[config.mk]
export PLATFORM = sky130hd
export DESIGN_NAME = prime_search_key_fold
export DESIGN_NICKNAME = d
export VERILOG_FILES = /design/src/rtl/core/psk_pkg.sv /design/src/rtl/core/prime_search_key_fold.sv /design/src/rtl/core/psk_div.sv /design/src/rtl/core/psk_datapath.sv /design/src/rtl/core/psk_ctrl.sv
export SDC_FILE = /design/constraint.sdc
export NUM_CORES = 1
export LEC_CHECK = 0
export ABC_AREA = 1
export ABC_CLOCK_PERIOD_IN_PS = 5300
export CORE_ASPECT_RATIO = 1.1
export CORE_MARGIN = 2
export CORE_UTILIZATION = 35
export DETAILED_ROUTE_END_ITERATION = 7
export DONT_BUFFER_PORTS = 1
export SYNTH_ARGS = -nofsm -noshare
export SYNTH_HDL_FRONTEND = slang
export SYNTH_SLANG_ARGS = --single-unit
[constraint.sdc]
create_clock -name clk -period 5.3 [get_ports clk]
set_input_delay 0.53 -clock clk [delete_from_list [all_inputs] [get_ports clk]]
set_output_delay 0.53 -clock clk [all_outputs]
set_load 0.01 [all_outputs]
[src/rtl/core/psk_pkg.sv]
// Package for the prime search and key fold block.
// Holds the controller state type, the command and status structs and the key fold function.
// Depends on nothing; every other file of the block imports it.
package psk_pkg;

	// Default width of the search datapath.
	localparam int PSK_VALUE_WIDTH = 32;

	// Smallest prime that the search ever records.
	localparam int LOWEST_RECORDED = 5;

	// Byte positions that the key byte folds together.
	localparam int KEY_BYTE_A = 0;
	localparam int KEY_BYTE_B = 2;
	localparam int KEY_BYTE_C = 5;
	localparam int KEY_BYTE_D = 7;

	// Controller states.
	typedef enum logic [2:0] {
		ST_IDLE,
		ST_CHECK,
		ST_DIV,
		ST_EVAL,
		ST_FINISH
	} psk_state_t;

	// Commands from the controller to the datapath.
	typedef struct packed {
		logic load_limit;
		logic init_div;
		logic next_div;
		logic dec_cand;
		logic set_best;
		logic load_out;
	} psk_cmd_t;

	// Status from the datapath to the controller.
	typedef struct packed {
		logic cand_ok;
		logic div_idle;
		logic rem_zero;
		logic nsq_gt_c;
	} psk_status_t;

	// XOR of the chosen bytes of a 64-bit little-endian value.
	function automatic logic [7:0] key_fold(input logic [63:0] v);
		return v[KEY_BYTE_A*8 +: 8] ^ v[KEY_BYTE_B*8 +: 8]
			^ v[KEY_BYTE_C*8 +: 8] ^ v[KEY_BYTE_D*8 +: 8];
	endfunction

endpackage

[src/rtl/core/prime_search_key_fold.sv]
// Top level of the prime search and key fold block.
// Joins psk_ctrl and psk_datapath; uses psk_pkg.
//
// Each input transaction carries an exclusive upper limit; the block returns the largest
// prime p with 5 <= p < limit (0 if none, so any limit of 5 or less gives 0) and a key byte,
// the XOR of bytes 0, 2, 5 and 7 of p as a 64-bit little-endian value. One transaction is
// searched at a time. The search walks candidates downward from limit-1 and tests each by
// trial division with divisors 2, 3, ... until the next divisor squared exceeds it. Every
// division runs in the bit-serial remainder unit, so the cost of a candidate grows with the
// divisors tried, and that of a transaction with the candidate gap and sqrt(p). A new input
// transaction is taken while the previous result still waits.
module prime_search_key_fold #(
	parameter int VALUE_WIDTH = psk_pkg::PSK_VALUE_WIDTH
) (
	input  logic        clk,
	input  logic        arst_n,
	input  logic        in_valid,
	output logic        in_stall,
	input  logic [31:0] upper_limit,
	output logic        out_valid,
	input  logic        out_stall,
	output logic [31:0] largest_prime,
	output logic [7:0]  key_byte
);
	import psk_pkg::*;

	psk_cmd_t    cmd;
	psk_status_t status;

	// Controller.
	psk_ctrl u_ctrl (
		.clk      (clk),
		.arst_n   (arst_n),
		.in_valid (in_valid),
		.in_stall (in_stall),
		.out_valid(out_valid),
		.out_stall(out_stall),
		.status   (status),
		.cmd      (cmd)
	);

	// Datapath.
	psk_datapath #(
		.VALUE_WIDTH(VALUE_WIDTH)
	) u_dp (
		.clk          (clk),
		.arst_n       (arst_n),
		.cmd          (cmd),
		.status       (status),
		.upper_limit  (upper_limit),
		.largest_prime(largest_prime),
		.key_byte     (key_byte)
	);

	// An accepted transaction keeps the input side stalled while it is searched.
	a_busy_after_accept: assert property (@(posedge clk) disable iff (!arst_n)
		(in_valid && !in_stall) |=> in_stall)
		else $error("input not stalled after an accepted transaction");

	// A reported prime is either zero or never below the lowest recorded value.
	a_prime_floor: assert property (@(posedge clk) disable iff (!arst_n)
		out_valid |-> (largest_prime == 32'd0 || largest_prime >= 32'(LOWEST_RECORDED)))
		else $error("reported prime below the lowest recorded value");

	// A zero prime, meaning none was found, gives a zero key byte.
	a_zero_key: assert property (@(posedge clk) disable iff (!arst_n)
		(out_valid && largest_prime == 32'd0) |-> (key_byte == 8'd0))
		else $error("non-zero key byte without a prime");

	// The controller issues at most one command in a cycle.
	a_one_cmd: assert property (@(posedge clk) disable iff (!arst_n)
		$onehot0({cmd.load_limit, cmd.init_div, cmd.next_div,
			cmd.dec_cand, cmd.set_best, cmd.load_out}))
		else $error("more than one datapath command at once");

endmodule

[src/rtl/core/psk_div.sv]
// Iterative restoring divider that yields the remainder of an unsigned division.
// Resolves one quotient bit per cycle; uses psk_pkg.
module psk_div #(
	parameter int VALUE_WIDTH = psk_pkg::PSK_VALUE_WIDTH
) (
	input  logic                   clk,
	input  logic                   arst_n,
	input  logic                   start,
	input  logic [VALUE_WIDTH-1:0] dividend,
	input  logic [VALUE_WIDTH-1:0] divisor,
	output logic [VALUE_WIDTH-1:0] rem,
	output logic                   idle
);
	import psk_pkg::*;

	localparam int CntW = $clog2(VALUE_WIDTH + 1);

	logic [VALUE_WIDTH:0]   rem_q;
	logic [VALUE_WIDTH-1:0] dvd_q;
	logic [VALUE_WIDTH-1:0] dsr_q;
	logic [CntW-1:0]        cnt_q;
	logic                   busy_q;
	logic [VALUE_WIDTH:0]   shifted;
	logic [VALUE_WIDTH:0]   rem_nx;

	// One restoring step: shift in the next dividend bit, subtract if it fits.
	always_comb begin
		shifted = {rem_q[VALUE_WIDTH-1:0], dvd_q[VALUE_WIDTH-1]};
		if (shifted >= {1'b0, dsr_q}) begin
			rem_nx = shifted - {1'b0, dsr_q};
		end else begin
			rem_nx = shifted;
		end
	end

	// Step counter and busy flag.
	always_ff @(posedge clk or negedge arst_n) begin
		if (!arst_n) begin
			cnt_q  <= '0;
			busy_q <= 1'b0;
		end else if (start) begin
			cnt_q  <= CntW'(VALUE_WIDTH);
			busy_q <= 1'b1;
		end else if (busy_q) begin
			cnt_q <= cnt_q - 1'b1;
			if (cnt_q == CntW'(1)) begin
				busy_q <= 1'b0;
			end
		end
	end

	// Partial remainder and operand registers.
	always_ff @(posedge clk) begin
		if (start) begin
			rem_q <= '0;
			dvd_q <= dividend;
			dsr_q <= divisor;
		end else if (busy_q) begin
			rem_q <= rem_nx;
			dvd_q <= {dvd_q[VALUE_WIDTH-2:0], 1'b0};
		end
	end

	assign rem  = rem_q[VALUE_WIDTH-1:0];
	assign idle = !busy_q;

endmodule

[src/rtl/core/psk_datapath.sv]
// Datapath of the prime search: candidate, divisor, square tracking, best prime and result.
// Instantiates psk_div; uses psk_pkg for the command and status structs and the key fold.
module psk_datapath #(
	parameter int VALUE_WIDTH = psk_pkg::PSK_VALUE_WIDTH
) (
	input  logic                clk,
	input  logic                arst_n,
	input  psk_pkg::psk_cmd_t   cmd,
	output psk_pkg::psk_status_t status,
	input  logic [31:0]         upper_limit,
	output logic [31:0]         largest_prime,
	output logic [7:0]          key_byte
);
	import psk_pkg::*;

	localparam int LimW = (VALUE_WIDTH < 32) ? VALUE_WIDTH : 32;
	localparam int NsqW = VALUE_WIDTH + 1;

	logic [VALUE_WIDTH-1:0] lim;
	logic [VALUE_WIDTH-1:0] cand_q;
	logic [VALUE_WIDTH-1:0] div_q;
	logic [VALUE_WIDTH-1:0] best_q;
	logic [VALUE_WIDTH-1:0] div_in;
	logic [NsqW-1:0]        nsq_q;
	logic                   lim_ok_q;
	logic [VALUE_WIDTH-1:0] rem;
	logic                   div_idle;
	logic [31:0]            prime_q;
	logic [7:0]             key_q;

	// The limit is taken at the datapath width.
	assign lim = VALUE_WIDTH'(upper_limit[LimW-1:0]);

	// Divisor handed to the divider when a division starts.
	assign div_in = cmd.init_div ? VALUE_WIDTH'(2) : div_q + 1'b1;

	// Search registers. nsq_q holds the square of the divisor after the current one.
	always_ff @(posedge clk or negedge arst_n) begin
		if (!arst_n) begin
			cand_q   <= '0;
			div_q    <= '0;
			best_q   <= '0;
			nsq_q    <= '0;
			lim_ok_q <= 1'b0;
		end else begin
			if (cmd.load_limit) begin
				cand_q   <= lim - 1'b1;
				lim_ok_q <= lim > VALUE_WIDTH'(LOWEST_RECORDED);
				best_q   <= '0;
			end
			if (cmd.init_div) begin
				div_q <= VALUE_WIDTH'(2);
				nsq_q <= NsqW'(9);
			end
			if (cmd.next_div) begin
				div_q <= div_in;
				nsq_q <= nsq_q + {div_q, 1'b0} + NsqW'(3);
			end
			if (cmd.dec_cand) begin
				cand_q <= cand_q - 1'b1;
			end
			if (cmd.set_best) begin
				best_q <= cand_q;
			end
		end
	end

	// Remainder of the candidate by the divisor under test.
	psk_div #(
		.VALUE_WIDTH(VALUE_WIDTH)
	) u_div (
		.clk     (clk),
		.arst_n  (arst_n),
		.start   (cmd.init_div | cmd.next_div),
		.dividend(cand_q),
		.divisor (div_in),
		.rem     (rem),
		.idle    (div_idle)
	);

	// Status towards the controller.
	always_comb begin
		status.cand_ok  = lim_ok_q && (cand_q >= VALUE_WIDTH'(LOWEST_RECORDED));
		status.div_idle = div_idle;
		status.rem_zero = (rem == '0);
		status.nsq_gt_c = nsq_q > {1'b0, cand_q};
	end

	// Result register, loaded once the previous result has been taken.
	always_ff @(posedge clk) begin
		if (cmd.load_out) begin
			prime_q <= 32'(best_q);
			key_q   <= key_fold(64'(best_q));
		end
	end

	assign largest_prime = prime_q;
	assign key_byte      = key_q;

endmodule

[src/rtl/core/psk_ctrl.sv]
// Controller state machine of the prime search: sequences candidates and divisions.
// Uses psk_pkg for the state type and the command and status structs.
module psk_ctrl (
	input  logic                 clk,
	input  logic                 arst_n,
	input  logic                 in_valid,
	output logic                 in_stall,
	output logic                 out_valid,
	input  logic                 out_stall,
	input  psk_pkg::psk_status_t status,
	output psk_pkg::psk_cmd_t    cmd
);
	import psk_pkg::*;

	psk_state_t state_q;
	psk_state_t state_nx;
	logic       out_valid_q;
	logic       out_free;

	// The result register may be loaded when empty or being emptied.
	assign out_free = !out_valid_q || !out_stall;

	// State register.
	always_ff @(posedge clk or negedge arst_n) begin
		if (!arst_n) begin
			state_q <= ST_IDLE;
		end else begin
			state_q <= state_nx;
		end
	end

	// Next state and commands.
	always_comb begin
		state_nx = state_q;
		cmd      = '0;
		in_stall = 1'b1;
		case (state_q)
			ST_IDLE: begin
				in_stall = 1'b0;
				if (in_valid) begin
					cmd.load_limit = 1'b1;
					state_nx       = ST_CHECK;
				end
			end
			ST_CHECK: begin
				if (status.cand_ok) begin
					cmd.init_div = 1'b1;
					state_nx     = ST_DIV;
				end else begin
					state_nx = ST_FINISH;
				end
			end
			ST_DIV: begin
				if (status.div_idle) begin
					state_nx = ST_EVAL;
				end
			end
			ST_EVAL: begin
				if (status.rem_zero) begin
					cmd.dec_cand = 1'b1;
					state_nx     = ST_CHECK;
				end else if (status.nsq_gt_c) begin
					cmd.set_best = 1'b1;
					state_nx     = ST_FINISH;
				end else begin
					cmd.next_div = 1'b1;
					state_nx     = ST_DIV;
				end
			end
			ST_FINISH: begin
				if (out_free) begin
					cmd.load_out = 1'b1;
					state_nx     = ST_IDLE;
				end
			end
			default: begin
				state_nx = ST_IDLE;
			end
		endcase
	end

	// Output valid flag.
	always_ff @(posedge clk or negedge arst_n) begin
		if (!arst_n) begin
			out_valid_q <= 1'b0;
		end else if (cmd.load_out) begin
			out_valid_q <= 1'b1;
		end else if (!out_stall) begin
			out_valid_q <= 1'b0;
		end
	end

	assign out_valid = out_valid_q;

endmodule

**Yosys cells after proc, flatten, opt, wreduce, memory -nomap -nowiden**

Index checks and enable logic that the tools add are counted.
Widths: inputs -> output; s select.

- Add/subtract/negate cells: 7
- Equal/unequal tests: 9
- Magnitude comparators: 4
- Reduce and logical (&&, ||, !) cells: 11
- Multiplexer cells: 39
- Bitwise operators: 2

Operators by type and width:

| operator | number |
|---|---|
| $mux 32 | 10 |
| $mux 33 | 2 |
| $sub 32x1->32 const B | 2 |
| $add 33x2->33 const B | 1 |
| $add 33x33->33 | 1 |
| $ge 33x32->1 | 1 |
| $gt 33x32->1 | 1 |
| $add 32x1->32 const B | 1 |
| $ge 32x3->1 const B | 1 |
| $gt 32x3->1 const B | 1 |
| $logic_not 32->1 | 1 |
| $sub 32x32->32 | 1 |
| $mux 3 | 7 |
| $mux 1 | 17 |
| $pmux 3 s5 | 1 |
| $mux 6 | 2 |
| $reduce_bool 2->1 | 4 |
| $xor 8x8->8 | 1 |
| $eq 3x2->1 const B | 2 |
| $eq 6x1->1 const B | 1 |
| $sub 6x1->6 const B | 1 |
| $ne 2x1->1 const B | 2 |
| $ne 2x2->1 const B | 2 |
| $eq 3x1->1 const B | 1 |
| 7 further kinds | 8 |

- Output and inout port bits: 42
- Flip-flop bits (word level): 277
- Word-level logic and storage cells: 86
- Input bits: 36

**Depth between registers and ports, before layout**

Gate-level depths: netlist of run 1.

- Depth after elaboration: 6
- Depth in mapped cells: 19

**By module**

From an unflattened synthesis of run 1, not the netlist that was laid out.

- Cell total of the unflattened synthesis: 2775
- Area, all modules: 19373.6 sq um

By module, submodules not included:

| module | instances | seq. area each (sq um) | area each (sq um) | cells an instance |
|---|---|---|---|---|
| psk_datapath | 1 | 4454.3 | 12304.3 | 1778 |
| psk_div | 1 | 2737.6 | 6806.5 | 956 |
| psk_ctrl | 1 | 100.1 | 262.8 | 41 |

**Least setup slack after synthesis of run 1**

Ideal clock, no wire load.

- Kind: reg2reg
- Start: reg u_dp.cand_q[2]
- End: reg u_dp.u_div.dsr_q[0] (enable)
- Cell stages (with the launch flop): 15
- Data arrival time: 2.686 ns
- Clock period less this slack: 3.095 ns
- Buffers on the path: 1
- Path slack: 2.205 ns
- Cells stage by stage: dfrtp_1 > inv_1 > ha_1 > a21oi_1 > nor2_1 > o21bai_1 > nand3_1 > nand2_1 > nand2_1 > nand2_1 > nand3_1 > nand2_1 > nand2_2 > nand2_2 > buf_1

- Longest elaborated chain between the ends: 5
- Elaborated cells on any way between the ends: 9
- Classes of those cells: order compare (2); mux (5); bitwise (1); reduce/logical (1)

RTL lines:

| what | line | source |
|---|---|---|
| start, declared | psk_datapath.sv:20 | `logic [VALUE_WIDTH-1:0] cand_q;` |
| start signal, assigned | psk_datapath.sv:47 | `cand_q <= lim - 1'b1;` |
| start signal, assigned | psk_datapath.sv:60 | `cand_q <= cand_q - 1'b1;` |
| $gt 33x32->1 or $ge 32x3->1 (tied branches) | psk_datapath.sv:86, psk_datapath.sv:83 |  |
| $mux 1 or $logic_and 1x1->1 (tied branches) | psk_ctrl.sv:62, psk_datapath.sv:83 |  |
| $mux 1, on equally long branches | psk_ctrl.sv:59, psk_ctrl.sv:46 |  |
| $mux 3 or $mux 1 (tied branches) | psk_ctrl.sv:37 | `case (state_q)` |
| $or 1x1->1 (*) | psk_datapath.sv:74 | `.start (cmd.init_div \| cmd.next_div),` |
| via u_dp.u_div.start | psk_div.sv:8 | `input logic start,` |
| end signal, assigned | psk_div.sv:57 | `dsr_q <= divisor;` |
| end, declared | psk_div.sv:20 | `logic [VALUE_WIDTH-1:0] dsr_q;` |

The timed path passes the listed nets; every way through them passes the cells marked *.
A chain may end at the register's enable or synchronous reset.

**Worst setup path in the final report of run 1**

- Start: reg u_dp.u_div.dsr_q[30]
- End: reg u_dp.u_div.rem_q[8]

- Longest elaborated chain between the ends: 2

RTL lines:

| what | line | source |
|---|---|---|
| $ge 33x32->1 | psk_div.sv:29 | `if (shifted >= {1'b0, dsr_q}) begin` |
| $mux 32 | psk_div.sv:29 |  |
| end signal, assigned | psk_div.sv:59 | `rem_q <= rem_nx;` |
| end, declared | psk_div.sv:18 | `logic [VALUE_WIDTH:0] rem_q;` |

No other way between the ends.

==> impl_metrics.tcl, run 1 <==
set metrics [dict create \
    cts_setup_buffers 0 \
    final_cell_mix "nand2_1, inv_1, nor2_1" \
    ioPinCount 78 \
    synth.distinct_cells 49 \
    layout_commonest_cell "nand2_1" \
    place_congestion 0.948 \
    clk_pin_slew_ps 60 \
    synthTopCellsByArea "dfrtp_1, edfxtp_1, nand2_1, ha_1, inv_1" \
    cts_buffers 34 \
    period_needed_ps 3820 \
    num_vias 15900 \
    crit_type "reg2reg" \
    syn-cell-area_um2 18000 \
    h-tree-depth 2 \
    synthesis.instances 2337 \
    synth-seq-area-share_pct 40.5 \
    drive_gt1_share_pct 5.45 \
    worst-path-max-fanout 33 \
    setup_viol 0 \
    syn_avg_cell_area_um2 7.71 \
    dieArea_um2 53300 \
    peakVddDrop_v 0.000304 \
    wl_per_cell_um 17.6 \
    wl_um 53000 \
    cts-root-buf "clkbuf_16" \
    die_w_um 220 \
    synth_top_area_cell "dfrtp_1" \
    violations "hold timing" \
    dp_hpwl_um 39600 \
    start_util_pct 35.3 \
    powerDensity_nw_per_um2 556 \
    rsz0062_at_grt "no" \
    drt-initial-drc-count 1225 \
    slew_violations 0 \
    arrival_ps 4270 \
    finalSetupTns_ps 0 \
    grt_max_degree 142 \
    ys_warn_count 0 \
    cp-start-kind "flip-flop" \
    die_h_um 242 \
    core_area_um2 51100 \
    area_growth_pct 10.4 \
    fin_nets 2490 \
    slew_headroom_pct 18.2 \
    clk_path_buf_depth 3 \
    viasPerCell 5.26 \
    num_rows 87 \
    first_global_vias 15700 \
    clk_latency_ps 540 \
    tightest_slew_ps 1230 \
    grt-ovfl-total 0 \
    grt_use_total_pct 19.9 \
    hold_ws_ps -77.9 \
    placed_area_um2 18700 \
    fin_area_um2 19900 \
    fmax_ghz 0.262 \
    required_ps 5760 \
    grt_pass1_wl_um 84700 \
    drt_pass1_iterations 6 \
    cap_viol_max_count 0 \
    ant_nets 0 \
    leakage_nw 9.33 \
    endpoint_kind "flip-flop" \
    cts_tree "yes" \
    ys_ff_latch 277 \
    hold_violations 12 \
    drc 0 \
    clock-skew-final_ps 27.6 \
    syn-num-nets 2505 \
    hp-class "in2async" \
    synth_top_area_share_pct 19.6 \
    status "complete, but fails checks" \
    io_buffers 0 \
    period_share_pct 72.1 \
    cts.sink_count 277 \
    antenna_found_initial 0 \
]
==> logic make-up after synthesis <==
group	count (synthesis)	synth area share [%]
buf+inv	353	7.75
fa+ha+maj	132	9.25
flops	277	40.5
simple gates	1116	27.4
compound gates	388	11.7
xor+xnor	71	3.45
==> state kept, by name, summed over array words and instances (netlist names) <==
| name | count |
|---|---|
| u_dp.lim_ok_q | 1 |
| u_ctrl.out_valid | 1 |
| u_dp.largest_prime | 32 |
| u_dp.best_q | 32 |
| u_dp.cand_q | 32 |
| u_dp.nsq_q | 33 |
| u_dp.u_div.dvd_q | 32 |
| u_dp.u_div.busy_q | 1 |
| u_dp.div_q | 32 |
| u_dp.key_byte | 8 |
| u_dp.u_div.rem_q | 32 |
| u_ctrl.state_q | 3 |
| u_dp.u_div.dsr_q | 32 |
| u_dp.u_div.cnt_q | 6 |
==> cell usage after synthesis (all sizes together) <==
master,number
fa,2
o21a,4
clkbuf,37
xnor2,40
ha,130
clkinv,1
xor2,31
edfxtp,104
a21o,12
nor3,34
and2,1
o21ai,173
o22ai,28
nand2,587
dfrtp,141
inv,284
a21oi,138
o221ai,2
nor4,16
o21bai,10
nand4,38
a21boi,5
a31oi,8
a31o,1
buf,31
a211oi,2
a221oi,1
o211ai,3
nand3,189
nor2,200
nand3b,39
a2bb2oi,1
or2,12
dfxtp,32
==> metal layers <==
layer	vias up	part of all wire, %	wire length [um]	GRT usage, %
li1	7778	-	-	-
met3	88	3.9	2060	2.17
met4	0	2.8	1470	5.53
met5	-	0	0	0
met2	405	50	26500	35.4
met1	7582	43	23000	25.4
==> metrics by stage <==
step	worst slack (ps)	utilization (%)	power (W)	instances	hold slack (ps)
6_report	1480	38.9	0.0110	3015	-77.9
5_1_grt	1320	38.9	0.0119	3014	27.3
4_1_cts	1440	38.9	0.0111	3014	7.74
3_5_place_dp	1510	36.6	0.00855	2952	238
3_3_place_gp	1540	36.6	0.00850	2952	238
2_1_floorplan	2210	-	0.00702	2337	234
==> cell type report <==
type / count / area (um2)
clock inverter: 25 / 314
clock buffer: 36 / 868
multi-input combinational: 1707 / 9350
sequential: 277 / 7290
timing repair buffer: 17 / 148
antenna: 1 / 2.50
inverter: 285 / 1070
fill: 5261 / 31200
tap: 667 / 835
==> path summary, 6_finish.rpt <==
check                                      from                     end  slack (ps)  cells past startpoint
max reg2reg                u_dp.u_div.dsr_q[30]     u_dp.u_div.rem_q[8]        1480                     10
max                        u_dp.u_div.dsr_q[30]     u_dp.u_div.rem_q[8]        1480                     10
min reg2reg                     u_dp.best_q[31]  u_dp.largest_prime[31]         450                      0
max in group asynchronous                arst_n           u_dp.div_q[0]        4680                      1
min in group clk                      out_stall        u_ctrl.out_valid         180                      2
min                                      arst_n         u_dp.cand_q[29]         -80                      1
==> power by group <==
part	switching [W]	internal, W	leakage [nW]
Sequential	0.000313	0.00291	3.18
Clock	0.000968	0.00150	0.580
Combinational	0.00363	0.00173	5.57
==> timing repair <==
action	4_1_cts	5_1_grt
hold buffers	1	0
endpoints found under the hold margin	141	0
resized for setup	0	0
==> critical path: stages, from the launching register on <==
cell and delay (ps):
edfxtp_1 320, inv_1 50, ha_1 440, a21oi_1 340, o221ai_1 240, a21oi_4 800, nand2_1 800, buf_4 430
o21ai_1 90, nand3_1 80, a21oi_1 140
Note: power is estimated with default switching activity, not from simulation.
==> inputs of run 2 (changes only) <==
--- a/config.mk
+++ b/config.mk
@@ -6,7 +6,7 @@
 export NUM_CORES = 1
 export LEC_CHECK = 0
 export ABC_AREA = 1
-export ABC_CLOCK_PERIOD_IN_PS = 5300
+export ABC_CLOCK_PERIOD_IN_PS = 3470
 export CORE_ASPECT_RATIO = 1.1
 export CORE_MARGIN = 2
 export CORE_UTILIZATION = 35
==> constraint.sdc (replaced) <==
create_clock -name clk -period 3.47 [get_ports clk]
set_input_delay 0.347 -clock clk [delete_from_list [all_inputs] [get_ports clk]]
set_output_delay 0.347 -clock clk [all_outputs]
set_load 0.01 [all_outputs]
==> run 2 against run 1 <==
The run still ends with hold timing left. Global-route usage rose by 0.71 points. Non-clock buffer count is 21 higher. First-iteration DRC count rose by 4.4%. Design area rose by 0.60%. Utilization up 0.24 points. Sequential power is 54% higher. Final cell count is 0.76% higher. Register-to-register slack lost 1200 ps. Critical path depth rose by 6. Largest power group unchanged.
==> impl_metrics.tcl, run 2 (synthesized netlist as in run 1, its figures left out) <==
set metrics [dict create \
    status "complete, but fails checks" \
    violations "hold timing" \
    cts.sink_count 277 \
    cts_buffers 35 \
    drc 0 \
    powerDensity_nw_per_um2 848 \
    power_frac_seq_pct 29.3 \
    tightest_slew_ps 860 \
    timing.reg2reg.setup_slack_ps 330 \
    clk_path_buf_depth 3 \
    drt_pass1_iterations 5 \
    crit_end "u_dp.nsq_q[29]" \
    cp-start-kind "flip-flop" \
    rr_worst_depth 16 \
    dieArea_um2 53300 \
    layout_commonest_cell "nand2_1" \
    fin_nets 2512 \
    use_met1_pct 26.9 \
    viasPerCell 5.27 \
    peakVddDrop_v 0.000668 \
    grtUsageMet2_pct 33.3 \
    cts-root-buf "clkbuf_16" \
    grtUsageMet3_pct 3.30 \
    drive_gt1_share_pct 5.99 \
    num_vias 16000 \
    dp_slack_ps 422 \
    r2r-start "u_dp.cand_q[16]" \
    clock-skew-final_ps 29.3 \
    timing.rr.end "u_dp.nsq_q[29]" \
    endpoint_kind "flip-flop" \
    place_congestion 0.961 \
    grt_pass1_wl_um 87000 \
    period_share_pct 90.6 \
    wl_um 54900 \
    io_buffers 0 \
    arrival_ps 3570 \
    hold_ws_ps -526 \
    cap_viol_max_count 0 \
    fillers 5236 \
    hold_buffers 1 \
    grt-ovfl-total 0 \
    p_switching_w 0.00753 \
    area_growth_pct 11.0 \
    cts_tree "yes" \
    worst-path-max-fanout 34 \
    grt_use_total_pct 20.7 \
    p_int_w 0.00943 \
    dp_hpwl_um 41000 \
    grt_max_degree 142 \
    slew_headroom_pct 42.6 \
    num_rows 87 \
    setup_ws_ps 327 \
    h-tree-depth 2 \
    largest_register "u_dp.nsq_q" \
    first_global_vias 15700 \
    timing.critical_path.from "u_dp.cand_q[16]" \
    drt-initial-drc-count 1279 \
    cts_resized 0 \
    final_cell_mix "nand2_1, inv_1, nor2_1" \
    ioPinCount 78 \
    required_ps 3890 \
    clk_latency_ps 570 \
    period_needed_ps 3140 \
    hp-class "in2async" \
    grt-busiest-layer "met2" \
    combPwrFrac_pct 48.6 \
    die_h_um 242 \
    die_w_um 220 \
    setup_viol 0 \
    hold_violations 141 \
    clock_power_share_pct 22.1 \
    core_area_um2 51100 \
    rsz0062_at_grt "no" \
    largest_reg_flops 33 \
    crit_type "reg2reg" \
    fmax_ghz 0.318 \
    start_util_pct 35.3 \
    cts_setup_buffers 0 \
    switching_share_pct 44.4 \
    clk_pin_slew_ps 60 \
    ant_nets 0 \
    slew_violations 0 \
    leakage_nw 9.41 \
    wl_per_cell_um 18.1 \
    antenna_found_initial 0 \
    finalSetupTns_ps 0 \
    antennaDiodeCount 0 \
]
[run 2: cell count changes in the layout (fill, tap and decap cells not counted), sizes merged]
cell	previous run	this run
buf	17	37
bufinv	6	4
clkbuf	36	42
clkinv	14	17
clkinvlp	3	0
diode	1	0
dlygate4sd3	0	1
inv	287	286
[run 2: cell type report]
class | instances | area [um2] | area share (%)
multi-input combinational | 1707 | 9350 | 46.7
clock inverter | 22 | 258 | 1.29
tap | 667 | 835 | 4.17
timing repair buffer | 38 | 300 | 1.50
inverter | 285 | 1070 | 5.35
clock buffer | 42 | 902 | 4.51
sequential | 277 | 7290 | 36.5
[run 2: how the worst min path moves through the flow]
stage	slack, ps	cells after the start	to
floorplan	50	0	u_ctrl.out_valid
global placement	60	0	u_dp.cand_q[23]
detailed placement	60	0	u_dp.cand_q[21]
CTS	-540	0	u_dp.cand_q[21]
global route	-540	0	u_dp.cand_q[23]
finish	-530	0	u_dp.lim_ok_q
[run 2: critical path, stage by stage, from the launching register on]
cell	delay [ps]
dfrtp_1	350
inv_1	170
ha_1	370
nand4_1	130
or2_0	260
nor2_1	180
nand2_1	80
nand2_1	80
nand2_1	50
nand3_1	140
nand2_1	90
nand2_2	90
buf_4	350
buf_4	390
a21oi_1	60
o21ai_0	90
nand2_1	70
[run 2: power groups by stage]
stage          registers (W)  clock network [W]  logic, W
2_1_floorplan        0.00483                  0   0.00590
3_3_place_gp         0.00499                  0   0.00811
3_5_place_dp         0.00502                  0   0.00819
4_1_cts              0.00497            0.00382   0.00824
5_1_grt              0.00506            0.00395   0.00924
6_report             0.00497            0.00375   0.00824
[run 2: through the flow]
stage          power [W]  cell area [um2]  hold WS, ps  instances  utilization, %
2_1_floorplan     0.0107            18000         51.4       2337               -
3_3_place_gp      0.0131            18800         56.2       2973            36.9
3_5_place_dp      0.0132            18800         55.6       2973            36.9
4_1_cts           0.0170            20000         -544       3038            39.2
5_1_grt           0.0183            20000         -536       3038            39.2
6_report          0.0170            20000         -526       3038            39.2
[run 2: metal layers]
metal / up-vias / part of all wire [%]
met5: - / 0
met4: 0 / 4.8
met3: 126 / 5.7
met2: 465 / 46
met1: 7604 / 43
li1: 7818 / -
==> inputs of run 3 (changes only) <==
--- a/config.mk
+++ b/config.mk
@@ -7,11 +7,14 @@
 export LEC_CHECK = 0
 export ABC_AREA = 1
 export ABC_CLOCK_PERIOD_IN_PS = 3470
+export CELL_PAD_IN_SITES_DETAIL_PLACEMENT = 1
+export CELL_PAD_IN_SITES_GLOBAL_PLACEMENT = 1
 export CORE_ASPECT_RATIO = 1.1
 export CORE_MARGIN = 2
 export CORE_UTILIZATION = 35
 export DETAILED_ROUTE_END_ITERATION = 7
 export DONT_BUFFER_PORTS = 1
+export PLACE_DENSITY_LB_ADDON = 0.1
 export SYNTH_ARGS = -nofsm -noshare
 export SYNTH_HDL_FRONTEND = slang
 export SYNTH_SLANG_ARGS = --single-unit
==> run 3 against run 2 <==
The run still ends with hold timing left. Non-clock buffer count is 20 higher. Die area stayed put. Critical path depth shrank 4. Clock skew is 15 ps lower. Via count is 2.0% higher. Clock power rose by 3%. Routed wire length is 21% higher. Hold slack better by 26 ps. Clock-buffer cell count is 1 higher. Sequential share of layout area decreased by 0.41 points. Global-route usage rose by 4.7 points. Critical path type unchanged.
==> impl_metrics.tcl, run 3 (synthesized netlist as in run 1, its figures left out) <==
set metrics [dict create \
    drive_gt1_share_pct 6.94 \
    grt-ovfl-total 0 \
    power.total_w 0.0177 \
    slew_headroom_pct 40.9 \
    start_util_pct 35.3 \
    layout_commonest_cell "nand2_1" \
    dp_hpwl_um 51800 \
    setup_viol 0 \
    first_global_vias 17500 \
    drt-initial-drc-count 880 \
    required_ps 3950 \
    setup_ws_ps 483 \
    clock-skew-final_ps 14.2 \
    num_vias 16300 \
    grt_pass1_wl_um 104000 \
    final_cell_mix "nand2_1, inv_1, nor2_1" \
    slew_violations 0 \
    num_rows 87 \
    hold_buffers 2 \
    peakVddDrop_v 0.000723 \
    drt_pass1_iterations 6 \
    finalSetupTns_ps 0 \
    cts.sink_count 277 \
    arrival_ps 3470 \
    place_congestion 0.936 \
    final_util_pct 39.6 \
    cp-start-kind "flip-flop" \
    grt_max_degree 142 \
    cts_tree "yes" \
    period_needed_ps 2990 \
    die_w_um 220 \
    hp-class "in2async" \
    crit_type "reg2reg" \
    leakage_nw 9.53 \
    antennaDiodeCount 0 \
    hold_violations 141 \
    hold_ws_ps -501 \
    fillers 6218 \
    cts_resized 0 \
    antenna_found_initial 3 \
    clk_latency_ps 560 \
    endpoint_kind "flip-flop" \
    dp_slack_ps 427 \
    ant_nets 0 \
    wl_per_cell_um 21.7 \
    largest_register "u_dp.nsq_q" \
    largest_reg_flops 33 \
    drc 0 \
    fin_nets 2532 \
    violations "hold timing" \
    clk_pin_slew_ps 60 \
    area_growth_pct 12.3 \
    clk_path_buf_depth 3 \
    io_buffers 0 \
    tightest_slew_ps 878 \
    period_share_pct 86.1 \
    worst-path-max-fanout 3 \
    fmax_ghz 0.335 \
    dieArea_um2 53300 \
    cts_setup_buffers 0 \
    status "complete, but fails checks" \
    core_area_um2 51100 \
    h-tree-depth 2 \
    cts_buffers 35 \
    cts-root-buf "clkbuf_16" \
    ioPinCount 78 \
    rsz0062_at_grt "no" \
    wl_um 66200 \
    viasPerCell 5.34 \
    grt_use_total_pct 25.4 \
    cap_viol_max_count 0 \
    die_h_um 242 \
    powerDensity_nw_per_um2 876 \
]
==> run 3: cell count changes in the layout (fill, tap and decap cells not counted), sizes merged <==
| cell | previous run | this run |
|---|---|---|
| clkbuf | 42 | 43 |
| dlygate4sd3 | 1 | 2 |
| clkinvlp | 0 | 5 |
| clkinv | 17 | 11 |
| buf | 37 | 56 |
==> run 3: layout make-up <==
| type | count | area [um2] | area share, % |
|---|---|---|---|
| sequential | 277 | 7290 | 36.0 |
| clock inverter | 21 | 241 | 1.19 |
| multi-input combinational | 1707 | 9350 | 46.2 |
| clock buffer | 43 | 957 | 4.73 |
| tap | 667 | 835 | 4.13 |
| timing repair buffer | 58 | 490 | 2.42 |
| inverter | 285 | 1070 | 5.29 |
==> run 3: path summary, 6_finish.rpt <==
path	startpoint	endpoint	slack [ps]	depth (start not counted)
setup / recovery	u_dp.u_div.dvd_q[31]	u_dp.u_div.rem_q[26]	480	12
hold / removal	arst_n	u_dp.nsq_q[3]	-500	0
setup reg to reg	u_dp.u_div.dvd_q[31]	u_dp.u_div.rem_q[26]	480	12
hold reg to reg	u_dp.best_q[29]	u_dp.largest_prime[29]	460	0
max in group asynchronous	arst_n	u_dp.best_q[27]	3630	0
min in group clk	in_valid	u_dp.lim_ok_q	80	3
==> run 3: worst max-delay path, stage by stage, from the launching register on <==
cell and delay [ps]:
edfxtp_1 470, inv_1 100, ha_1 260, fa_1 430, o21ai_1 200, a21boi_0 240, o21bai_1 440, nand4_1 280
nand2_1 140, nand2_1 60, nand3_1 90, nand3_1 80, a21oi_1 130
==> run 3: layer usage <==
| layer | GRT usage (%) | vias to the layer above | wire [um] |
|---|---|---|---|
| met5 | 0 | - | 24 |
| met4 | 8.39 | 4 | 2200 |
| met3 | 3.26 | 106 | 2080 |
| met2 | 43.9 | 233 | 32900 |
| met1 | 32.4 | 8131 | 29000 |
| li1 | - | 7860 | - |
==> run 3: report_power, final <==
group	total, W	internal, W	leakage [nW]	switching, W
combinational	0.00888	0.00295	5.78	0.00592
sequential	0.00500	0.00444	3.18	0.000558
clock	0.00385	0.00228	0.574	0.00156
total	0.0177	0.00968	9.53	0.00805
==> run 3: stage by stage <==
| step | std cells | area (um2) |
|---|---|---|
| 3_5_place_dp | 2992 | 19000 |
| 3_3_place_gp | 2992 | 19000 |
| 6_report | 3058 | 20200 |
| 4_1_cts | 3058 | 20200 |
| 5_1_grt | 3058 | 20200 |
| 2_1_floorplan | 2337 | 18000 |
